File: config.mk
export PLATFORM = sky130hd
export DESIGN_NAME = temperature_log_statistics_unit
export DESIGN_NICKNAME = d
export VERILOG_FILES = /design/src/tls_pkg.sv /design/src/tls_ram.sv /design/src/tls_ctrl.sv /design/src/tls_dpath.sv /design/src/temperature_log_statistics_unit.sv
export SDC_FILE = /design/constraint.sdc
export NUM_CORES = 1
export LEC_CHECK = 0
export CORE_AREA = 2 2 213 215
export CTS_CLUSTER_DIAMETER = 30
export DETAILED_ROUTE_END_ITERATION = 6
export DIE_AREA = 0 0 215 217
export DONT_BUFFER_PORTS = 1
export PLACE_DENSITY_LB_ADDON = 0.3
export SLEW_MARGIN = 20
export SYNTH_ARGS = -nofsm -noshare
export SYNTH_HDL_FRONTEND = slang
export SYNTH_SLANG_ARGS = --single-unit
File: constraint.sdc
create_clock -name clock -period 9.35 [get_ports clock]
set_input_delay 1.87 -clock clock [delete_from_list [all_inputs] [get_ports clock]]
set_output_delay 1.87 -clock clock [all_outputs]
set_load 0.005 [all_outputs]
File: src/tls_pkg.sv
`timescale 1ns / 1ps

package tls_pkg;

   localparam int TEMP_W        = 26;
   localparam int VALUE_W       = 34;
   localparam int KIND_W        = 4;
   localparam int CMD_W         = 3;
   localparam int FRAC_W        = 8;
   localparam int LOG_DEPTH_DEF = 10;

   // command codes
   localparam logic [CMD_W-1:0] CMD_STORE = 3'd0;
   localparam logic [CMD_W-1:0] CMD_AVG   = 3'd2;
   localparam logic [CMD_W-1:0] CMD_MIN   = 3'd3;
   localparam logic [CMD_W-1:0] CMD_MAX   = 3'd4;
   localparam logic [CMD_W-1:0] CMD_DUMP  = 3'd5;
   localparam logic [CMD_W-1:0] CMD_EXIT  = 3'd6;

   // result kinds
   localparam logic [KIND_W-1:0] KIND_STORED = 4'd0;
   localparam logic [KIND_W-1:0] KIND_FULL   = 4'd1;
   localparam logic [KIND_W-1:0] KIND_AVG    = 4'd2;
   localparam logic [KIND_W-1:0] KIND_MIN    = 4'd3;
   localparam logic [KIND_W-1:0] KIND_MAX    = 4'd4;
   localparam logic [KIND_W-1:0] KIND_NA     = 4'd5;
   localparam logic [KIND_W-1:0] KIND_COUNT  = 4'd6;
   localparam logic [KIND_W-1:0] KIND_ENTRY  = 4'd7;
   localparam logic [KIND_W-1:0] KIND_EXIT   = 4'd8;
   localparam logic [KIND_W-1:0] KIND_ERROR  = 4'd9;
   localparam logic [KIND_W-1:0] KIND_HALTED = 4'd10;

   typedef struct packed {
      logic [CMD_W-1:0]  cmd;
      logic [TEMP_W-1:0] temperature;
   } req_type;

   typedef struct packed {
      logic [KIND_W-1:0]  kind;
      logic [VALUE_W-1:0] value;
      logic               last;
   } rsp_type;

   typedef enum logic [2:0] {
      SEL_ZERO,
      SEL_TEMP,
      SEL_AVG,
      SEL_MIN,
      SEL_MAX,
      SEL_COUNT,
      SEL_ENTRY
   } val_sel_type;

   // controller -> datapath
   typedef struct packed {
      logic              latch_req;
      logic              do_store;
      logic              set_halt;
      logic              start_div;
      logic              clr_idx;
      logic              inc_idx;
      logic              load_rsp;
      logic [KIND_W-1:0] rsp_kind;
      val_sel_type       rsp_sel;
      logic              rsp_last;
   } ctrl_type;

   // datapath -> controller
   typedef struct packed {
      logic [CMD_W-1:0] cmd;
      logic             halted;
      logic             empty;
      logic             full;
      logic             div_done;
      logic             idx_last;
      logic             out_free;
   } stat_type;

endpackage

File: src/tls_ram.sv
`timescale 1ns / 1ps

module tls_ram #(
   parameter int  WIDTH  = 26,
   parameter int  DEPTH  = 10,
   localparam int ADDR_W = (DEPTH > 1) ? $clog2(DEPTH) : 1
) (
   input  logic              clock,
   input  logic              wr_en,
   input  logic [ADDR_W-1:0] wr_addr,
   input  logic [WIDTH-1:0]  wr_data,
   input  logic [ADDR_W-1:0] rd_addr,
   output logic [WIDTH-1:0]  rd_data_ff
);

   logic [WIDTH-1:0] mem_ff [DEPTH];

   always_ff @(posedge clock) begin
      if (wr_en) begin
         mem_ff[wr_addr] <= wr_data;
      end
      rd_data_ff <= mem_ff[rd_addr];
   end

endmodule

File: src/tls_ctrl.sv
`timescale 1ns / 1ps

module tls_ctrl import tls_pkg::*; (
   input  logic     clock,
   input  logic     reset,
   input  logic     req_valid,
   output logic     req_ready,
   input  stat_type stat,
   output ctrl_type ctrl
);

   typedef enum logic [2:0] {
      ST_IDLE,
      ST_EXEC,
      ST_DIV,
      ST_AVG,
      ST_DUMP_RD,
      ST_DUMP_OUT
   } state_type;

   state_type state_ff, state_in;

   always_comb begin
      state_in  = state_ff;
      ctrl      = '0;
      ctrl.rsp_sel = SEL_ZERO;
      req_ready = (state_ff == ST_IDLE);

      case (state_ff)
         ST_IDLE: begin
            if (req_valid) begin
               ctrl.latch_req = 1'b1;
               state_in       = ST_EXEC;
            end
         end
         ST_EXEC: begin
            if (!stat.halted && stat.cmd == CMD_AVG && !stat.empty) begin
               ctrl.start_div = 1'b1;
               state_in       = ST_DIV;
            end else if (stat.out_free) begin
               ctrl.load_rsp = 1'b1;
               ctrl.rsp_last = 1'b1;
               state_in      = ST_IDLE;
               if (stat.halted) begin
                  ctrl.rsp_kind = KIND_HALTED;
               end else begin
                  case (stat.cmd)
                     CMD_STORE: begin
                        if (stat.full) begin
                           ctrl.rsp_kind = KIND_FULL;
                        end else begin
                           ctrl.do_store = 1'b1;
                           ctrl.rsp_kind = KIND_STORED;
                           ctrl.rsp_sel  = SEL_TEMP;
                        end
                     end
                     CMD_AVG: begin
                        ctrl.rsp_kind = KIND_NA;
                     end
                     CMD_MIN: begin
                        ctrl.rsp_kind = stat.empty ? KIND_NA : KIND_MIN;
                        ctrl.rsp_sel  = stat.empty ? SEL_ZERO : SEL_MIN;
                     end
                     CMD_MAX: begin
                        ctrl.rsp_kind = stat.empty ? KIND_NA : KIND_MAX;
                        ctrl.rsp_sel  = stat.empty ? SEL_ZERO : SEL_MAX;
                     end
                     CMD_DUMP: begin
                        ctrl.rsp_kind = KIND_COUNT;
                        ctrl.rsp_sel  = SEL_COUNT;
                        ctrl.rsp_last = stat.empty;
                        ctrl.clr_idx  = 1'b1;
                        if (!stat.empty) begin
                           state_in = ST_DUMP_RD;
                        end
                     end
                     CMD_EXIT: begin
                        ctrl.set_halt = 1'b1;
                        ctrl.rsp_kind = KIND_EXIT;
                     end
                     default: begin
                        ctrl.rsp_kind = KIND_ERROR;
                     end
                  endcase
               end
            end
         end
         ST_DIV: begin
            if (stat.div_done) begin
               state_in = ST_AVG;
            end
         end
         ST_AVG: begin
            if (stat.out_free) begin
               ctrl.load_rsp = 1'b1;
               ctrl.rsp_kind = KIND_AVG;
               ctrl.rsp_sel  = SEL_AVG;
               ctrl.rsp_last = 1'b1;
               state_in      = ST_IDLE;
            end
         end
         ST_DUMP_RD: begin
            // RAM read of the current index lands next cycle
            state_in = ST_DUMP_OUT;
         end
         ST_DUMP_OUT: begin
            if (stat.out_free) begin
               ctrl.load_rsp = 1'b1;
               ctrl.rsp_kind = KIND_ENTRY;
               ctrl.rsp_sel  = SEL_ENTRY;
               ctrl.rsp_last = stat.idx_last;
               if (stat.idx_last) begin
                  state_in = ST_IDLE;
               end else begin
                  ctrl.inc_idx = 1'b1;
                  state_in     = ST_DUMP_RD;
               end
            end
         end
         default: begin
            state_in = ST_IDLE;
         end
      endcase
   end

   always_ff @(posedge clock) begin
      if (reset) begin
         state_ff <= ST_IDLE;
      end else begin
         state_ff <= state_in;
      end
   end

endmodule

File: src/tls_dpath.sv
`timescale 1ns / 1ps

module tls_dpath import tls_pkg::*; #(
   parameter int LOG_DEPTH = LOG_DEPTH_DEF
) (
   input  logic     clock,
   input  logic     reset,
   input  req_type  req_data,
   input  logic     rsp_ready,
   output logic     rsp_valid,
   output rsp_type  rsp_data,
   input  ctrl_type ctrl,
   output stat_type stat
);

   localparam int COUNT_W = $clog2(LOG_DEPTH + 1);
   localparam int ADDR_W  = (LOG_DEPTH > 1) ? $clog2(LOG_DEPTH) : 1;
   localparam int SUM_W   = TEMP_W + COUNT_W;
   localparam int DIV_W   = SUM_W + FRAC_W;
   localparam int STEP_W  = $clog2(DIV_W + 1);

   logic [CMD_W-1:0]   cmd_ff;
   logic [TEMP_W-1:0]  temp_ff;
   logic [COUNT_W-1:0] count_ff, count_in;
   logic [TEMP_W-1:0]  min_ff, min_in;
   logic [TEMP_W-1:0]  max_ff, max_in;
   logic [SUM_W-1:0]   sum_ff, sum_in;
   logic               halted_ff, halted_in;
   logic [ADDR_W-1:0]  idx_ff, idx_in;
   logic [DIV_W-1:0]   quot_ff, quot_in;
   logic [COUNT_W-1:0] rem_ff, rem_in;
   logic [STEP_W-1:0]  step_ff, step_in;
   logic               rsp_valid_ff, rsp_valid_in;
   rsp_type            rsp_ff, rsp_in;

   logic [TEMP_W-1:0]  entry_data;
   logic [COUNT_W:0]   trial;
   logic               trial_ge;
   logic [VALUE_W-1:0] value_mux;

   tls_ram #(
      .WIDTH (TEMP_W),
      .DEPTH (LOG_DEPTH)
   ) u_log (
      .clock      (clock),
      .wr_en      (ctrl.do_store),
      .wr_addr    (count_ff[ADDR_W-1:0]),
      .wr_data    (temp_ff),
      .rd_addr    (idx_ff),
      .rd_data_ff (entry_data)
   );

   // restoring divider, one quotient bit per cycle
   assign trial    = {rem_ff, quot_ff[DIV_W-1]};
   assign trial_ge = (trial >= {1'b0, count_ff});

   always_comb begin
      count_in  = count_ff;
      min_in    = min_ff;
      max_in    = max_ff;
      sum_in    = sum_ff;
      halted_in = halted_ff | ctrl.set_halt;
      if (ctrl.do_store) begin
         count_in = count_ff + COUNT_W'(1);
         sum_in   = sum_ff + SUM_W'(temp_ff);
         if (count_ff == '0 || temp_ff < min_ff) begin
            min_in = temp_ff;
         end
         if (count_ff == '0 || temp_ff > max_ff) begin
            max_in = temp_ff;
         end
      end
   end

   always_comb begin
      idx_in = idx_ff;
      if (ctrl.clr_idx) begin
         idx_in = '0;
      end else if (ctrl.inc_idx) begin
         idx_in = idx_ff + ADDR_W'(1);
      end
   end

   always_comb begin
      quot_in = quot_ff;
      rem_in  = rem_ff;
      step_in = step_ff;
      if (ctrl.start_div) begin
         quot_in = {sum_ff, {FRAC_W{1'b0}}};
         rem_in  = '0;
         step_in = STEP_W'(DIV_W);
      end else if (step_ff != '0) begin
         quot_in = {quot_ff[DIV_W-2:0], trial_ge};
         rem_in  = trial_ge ? COUNT_W'(trial - {1'b0, count_ff}) : trial[COUNT_W-1:0];
         step_in = step_ff - STEP_W'(1);
      end
   end

   always_comb begin
      case (ctrl.rsp_sel)
         SEL_TEMP:  value_mux = VALUE_W'(temp_ff);
         SEL_AVG:   value_mux = quot_ff[VALUE_W-1:0];
         SEL_MIN:   value_mux = VALUE_W'(min_ff);
         SEL_MAX:   value_mux = VALUE_W'(max_ff);
         SEL_COUNT: value_mux = VALUE_W'(count_ff);
         SEL_ENTRY: value_mux = VALUE_W'(entry_data);
         default:   value_mux = '0;
      endcase
   end

   always_comb begin
      rsp_in       = rsp_ff;
      rsp_valid_in = rsp_valid_ff & ~rsp_ready;
      if (ctrl.load_rsp) begin
         rsp_in.kind  = ctrl.rsp_kind;
         rsp_in.value = value_mux;
         rsp_in.last  = ctrl.rsp_last;
         rsp_valid_in = 1'b1;
      end
   end

   always_ff @(posedge clock) begin
      if (reset) begin
         count_ff     <= '0;
         min_ff       <= '0;
         max_ff       <= '0;
         sum_ff       <= '0;
         halted_ff    <= 1'b0;
         step_ff      <= '0;
         rsp_valid_ff <= 1'b0;
      end else begin
         count_ff     <= count_in;
         min_ff       <= min_in;
         max_ff       <= max_in;
         sum_ff       <= sum_in;
         halted_ff    <= halted_in;
         step_ff      <= step_in;
         rsp_valid_ff <= rsp_valid_in;
      end
   end

   always_ff @(posedge clock) begin
      if (ctrl.latch_req) begin
         cmd_ff  <= req_data.cmd;
         temp_ff <= req_data.temperature;
      end
      idx_ff  <= idx_in;
      quot_ff <= quot_in;
      rem_ff  <= rem_in;
      rsp_ff  <= rsp_in;
   end

   assign rsp_valid = rsp_valid_ff;
   assign rsp_data  = rsp_ff;

   always_comb begin
      stat.cmd      = cmd_ff;
      stat.halted   = halted_ff;
      stat.empty    = (count_ff == '0);
      stat.full     = (count_ff == COUNT_W'(LOG_DEPTH));
      stat.div_done = (step_ff == '0);
      stat.idx_last = ((COUNT_W'(idx_ff) + COUNT_W'(1)) == count_ff);
      stat.out_free = ~rsp_valid_ff | rsp_ready;
   end

endmodule

File: src/temperature_log_statistics_unit.sv
`timescale 1ns / 1ps
// One command at a time. Store, min, max, exit, error: result loaded once the output is free.
// Average: the sum with 8 fraction bits appended is divided by the count in the
// one-bit-per-cycle restoring divider, then the result is loaded once the output is free.
// Dump: the count first, then each entry in turn, read from the registered log RAM.
// Next command taken the cycle after the last result is loaded.
// Synchronous reset clears counters, min/max, sum and the halt flag; the log is not cleared.

module temperature_log_statistics_unit import tls_pkg::*; #(
   parameter int LOG_DEPTH = LOG_DEPTH_DEF
) (
   input  logic    clock,
   input  logic    reset,
   input  logic    req_valid,
   output logic    req_ready,
   input  req_type req_data,
   output logic    rsp_valid,
   input  logic    rsp_ready,
   output rsp_type rsp_data
);

   ctrl_type ctrl;
   stat_type stat;

   tls_ctrl u_ctrl (
      .clock     (clock),
      .reset     (reset),
      .req_valid (req_valid),
      .req_ready (req_ready),
      .stat      (stat),
      .ctrl      (ctrl)
   );

   tls_dpath #(
      .LOG_DEPTH (LOG_DEPTH)
   ) u_dpath (
      .clock     (clock),
      .reset     (reset),
      .req_data  (req_data),
      .rsp_ready (rsp_ready),
      .rsp_valid (rsp_valid),
      .rsp_data  (rsp_data),
      .ctrl      (ctrl),
      .stat      (stat)
   );

endmodule
==> run metrics <==
status finished with violations; largest net degree at the start of global routing 96; Antenna Cells 0; worst slew pin tran 0.9268 ns; post-synthesis async set-or-reset flop share 0; final setup fails 0; Post-DRT Antenna Nets 0; critical path's slowest cell a222oi_1; CP required roughly 9.7 ns; Post-CTS Hold Buffers 0; reg2reg end u_dpath.sum_ff[22]$_SDFFE_PP0P_; Inst Count DP between 2000 and 2500; Fill cells 3508; Worst path top cell family by delay simple AND/OR/NAND/NOR gates; die footprint 46660 um2; Synth Instances around 1700; die height 217 um; WP buf/inv 0; crit path time final 3.513 ns; mapped cell area roughly 22000 um2; hold crit path type reg -> reg; Final Instance Count excl. Fillers 2442; fin crit share 0.3758; PostCTS Resize Cnt 0; Max Cap Viol 0; worst path arrival time between 3 and 4 ns; uppermost layer routed met4; CTS max path bufs 3; Worst-path clk slew approximately 0.050 ns; worst hold endpoint u_dpath.rem_ff[3]$_SDFFE_PP0N_; IR drop worst, VDD between 150 and 200 uV; syn_nets about 1800; Post-CTS Setup Bufs 0; critical path launch point type input pin; Hold Path Depth 2; Max H-tree Level 3; failing checks DRC; die width about 220 um; Iteration-0 DRC Markers between 1000 and 1500; CTS root buf clkbuf_16; Clock Skew roughly 0.027 ns; first-pass GRT wire length around 85 mm; final hold viol count 0; # nets final between 1500 and 2000; TritonRoute pass-1 iters 7; Initial Util 0.4900; most common library cell in the layout ignoring fill and taps edfxtp_1; wire length per cell approximately 22 um; hold path startpoint u_dpath.rem_ff[3]$_SDFFE_PP0N_; CTS tree yes; most frequent cells in the layout edfxtp_1 (358), nand2_1 (149), dfxtp_1 (135), nor2_1 (108), clkbuf_16 (104); Critical Path Fanout Max 22; Worst slew margin 0.3821; core area around 45000 um2; EDFF count, synth between 300 and 400; power consumption between 6 and 7 mW; drt total wl about 55 mm; number of global-route vias before repair around 15000; met2 wire length 25.72 mm; Routed met3 length a little under 4 mm; FP Rows 78; DP HPWL 33.98 mm; Ports 74; R2R Path Start u_dpath.temp_ff[3]$_DFFE_PP_; gr usage total 0.2383; critical path type in -> reg; CP max stage delay between 0.3 and 0.4 ns; layout cells sized above 1 0.1656; Mean Syn Cell Area between 10 and 15 um2; Synth Warn # 0; RSZ-0062 raised after global routing no; clk_lat worst skew roughly 0.64 ns; Vias/cell 5.885; initial antenna violation count 0; Cell Pwr Density 260.3 nW/um2; Layout area overhead 19.99%; Congestion Overflow GR 0; vias 14370; clock tree sinks 497; crit end category flop; gpl congestion around 0.9; r2r worst-path depth 9; Slew Limit Fails 0; setup TNS 0 ns; number of synthesized register bits between 400 and 500; Netlist cell types 71; Leak roughly 9.7 nW; total CTS buffers between 100 and 150; Fmax achieved between 200 and 300 MHz; drc violations 1; register area share after synthesis 0.6179; Final Util 0.5880; reg2reg setup slack 5.95 ns; I/O Buffers 0; WL met1 approximately 23 mm; worst-path cell chain nand2b_1 > nand2_2 > or2_4 > nor3_4 > nor2_2 > and3b_4 > a222oi_1 > o21ai_0; ys flop type edfxtp_1
-- power breakdown --
| part | switching [mW] | total [mW] | internal (mW) | leakage [nW] |
|---|---|---|---|---|
| combinational | 0.341 | 0.529 | 0.188 | 3.48 |
| sequential | 0.103 | 2.65 | 2.55 | 4.44 |
| clock | 1.19 | 3.66 | 2.47 | 1.73 |
-- worst register-to-register path: stages (launching register included) --
cell,delay (ns)
edfxtp_1,0.79
ha_1,0.43
o21ai_0,0.19
a21oi_1,0.11
or3_1,0.32
a21oi_1,0.38
o211ai_1,0.24
a2111oi_0,0.52
xor2_1,0.22
o21ai_1,0.07
-- sequential cells by signal, summed over array words and instances, names as in the netlist --
signal                    count
u_dpath.halted_ff             1
u_dpath.step_ff               6
u_dpath.u_log.mem_ff        260
u_dpath.rsp_data             39
u_dpath.min_ff               26
u_dpath.u_log.rd_data_ff     26
u_dpath.max_ff               26
u_ctrl.state_ff               3
u_dpath.idx_ff                4
u_dpath.count_ff              4
u_dpath.cmd_ff                3
u_dpath.rsp_valid             1
u_dpath.temp_ff              26
u_dpath.sum_ff               30
u_dpath.rem_ff                4
u_dpath.quot_ff              38
-- layout make-up --
type / instances / area [um2] / area share
Sequential cell: 497 / 13540 / 0.5152
Timing Repair Buffer: 52 / 390.4 / 0.01485
Clock buffer: 119 / 2759 / 0.1050
Tap cell: 600 / 750.7 / 0.02857
Multi-Input combinational cell: 1032 / 7777 / 0.2959
Inverter: 71 / 266.5 / 0.01014
Clock inverter: 71 / 795.8 / 0.03028
-- worst max-delay path by stage --
stage               from                                     to  slack, ns  cells past startpoint
2_1_floorplan  rsp_ready   u_dpath.u_log.mem_ff[0][0]$_DFFE_PP_       4.71                      6
3_3_place_gp   rsp_ready  u_dpath.u_log.mem_ff[5][15]$_DFFE_PP_       5.31                      7
3_5_place_dp   rsp_ready         u_dpath.rsp_data[17]$_DFFE_PP_       5.23                      8
4_1_cts        rsp_ready         u_dpath.rsp_data[17]$_DFFE_PP_       5.89                      8
5_1_grt        rsp_ready         u_dpath.rsp_data[17]$_DFFE_PP_       5.68                      8
6_report       rsp_ready         u_dpath.rsp_data[18]$_DFFE_PP_       5.84                      8
-- stage by stage --
step / cell area (um2) / setup WS, ns / hold slack (ns)
floorplan: 21900 / 4.713 / 0.4323
global placement: 22730 / 5.315 / 0.4416
detailed placement: 22730 / 5.231 / 0.4576
CTS: 26280 / 5.886 / 0.4648
global route: 26280 / 5.680 / 0.4874
finish: 26280 / 5.837 / 0.4592
-- metal layers --
layer / GRT usage / up-vias
met5: 0 / -
li1: - / 6550
met2: 0.3817 / 583
met4: 0.09471 / 0
met1: 0.3179 / 7135
met3: 0.05353 / 104
-- cell usage after synthesis (4+ instances only) --
library cell	n	area, um2
a222oi_1	26	260.3
mux2_2	4	45.04
inv_1	70	262.8
xnor2_1	27	236.5
mux2i_1	82	820.8
or3_1	5	31.28
xor2_1	8	70.07
nand2_1	149	559.3
nor3b_1	4	30.03
o21ai_0	40	200.2
and3_1	12	75.07
buf_1	9	33.78
nor2_1	110	412.9
o211ai_1	8	60.06
or4_1	4	30.03
clkbuf_1	59	221.5
a22oi_1	28	210.2
nand2b_1	12	75.07
buf_2	11	55.05
nand3b_1	4	30.03
a2111oi_0	4	35.03
nor4_1	4	25.02
o21ai_1	22	110.1
a211oi_1	37	277.8
mux4_2	52	1171
a21o_1	19	142.6
nor3_1	22	110.1
edfxtp_1	358	10750
nor2b_1	39	244.0
nand4_1	13	81.33
nand3_1	46	230.2
a21oi_1	98	490.5
ha_1	87	1089
o21a_1	8	60.06
dfxtp_1	139	2783
and2_1	10	62.56
-- cells by family (layout without fill, tap and decap cells) --
logic type,after synthesis,count (layout),share of synthesized area
buffers and inverters,156,313,0.02879
multiplexers,138,138,0.09300
flip-flops,497,497,0.6179
adder cells (fa/ha/maj),89,89,0.05153
AND/OR/NAND/NOR,453,453,0.09980
AO/OA/AOI/OAI,317,317,0.09500
XOR/XNOR,35,35,0.01400
Note: power is estimated with default switching activity, not from simulation.
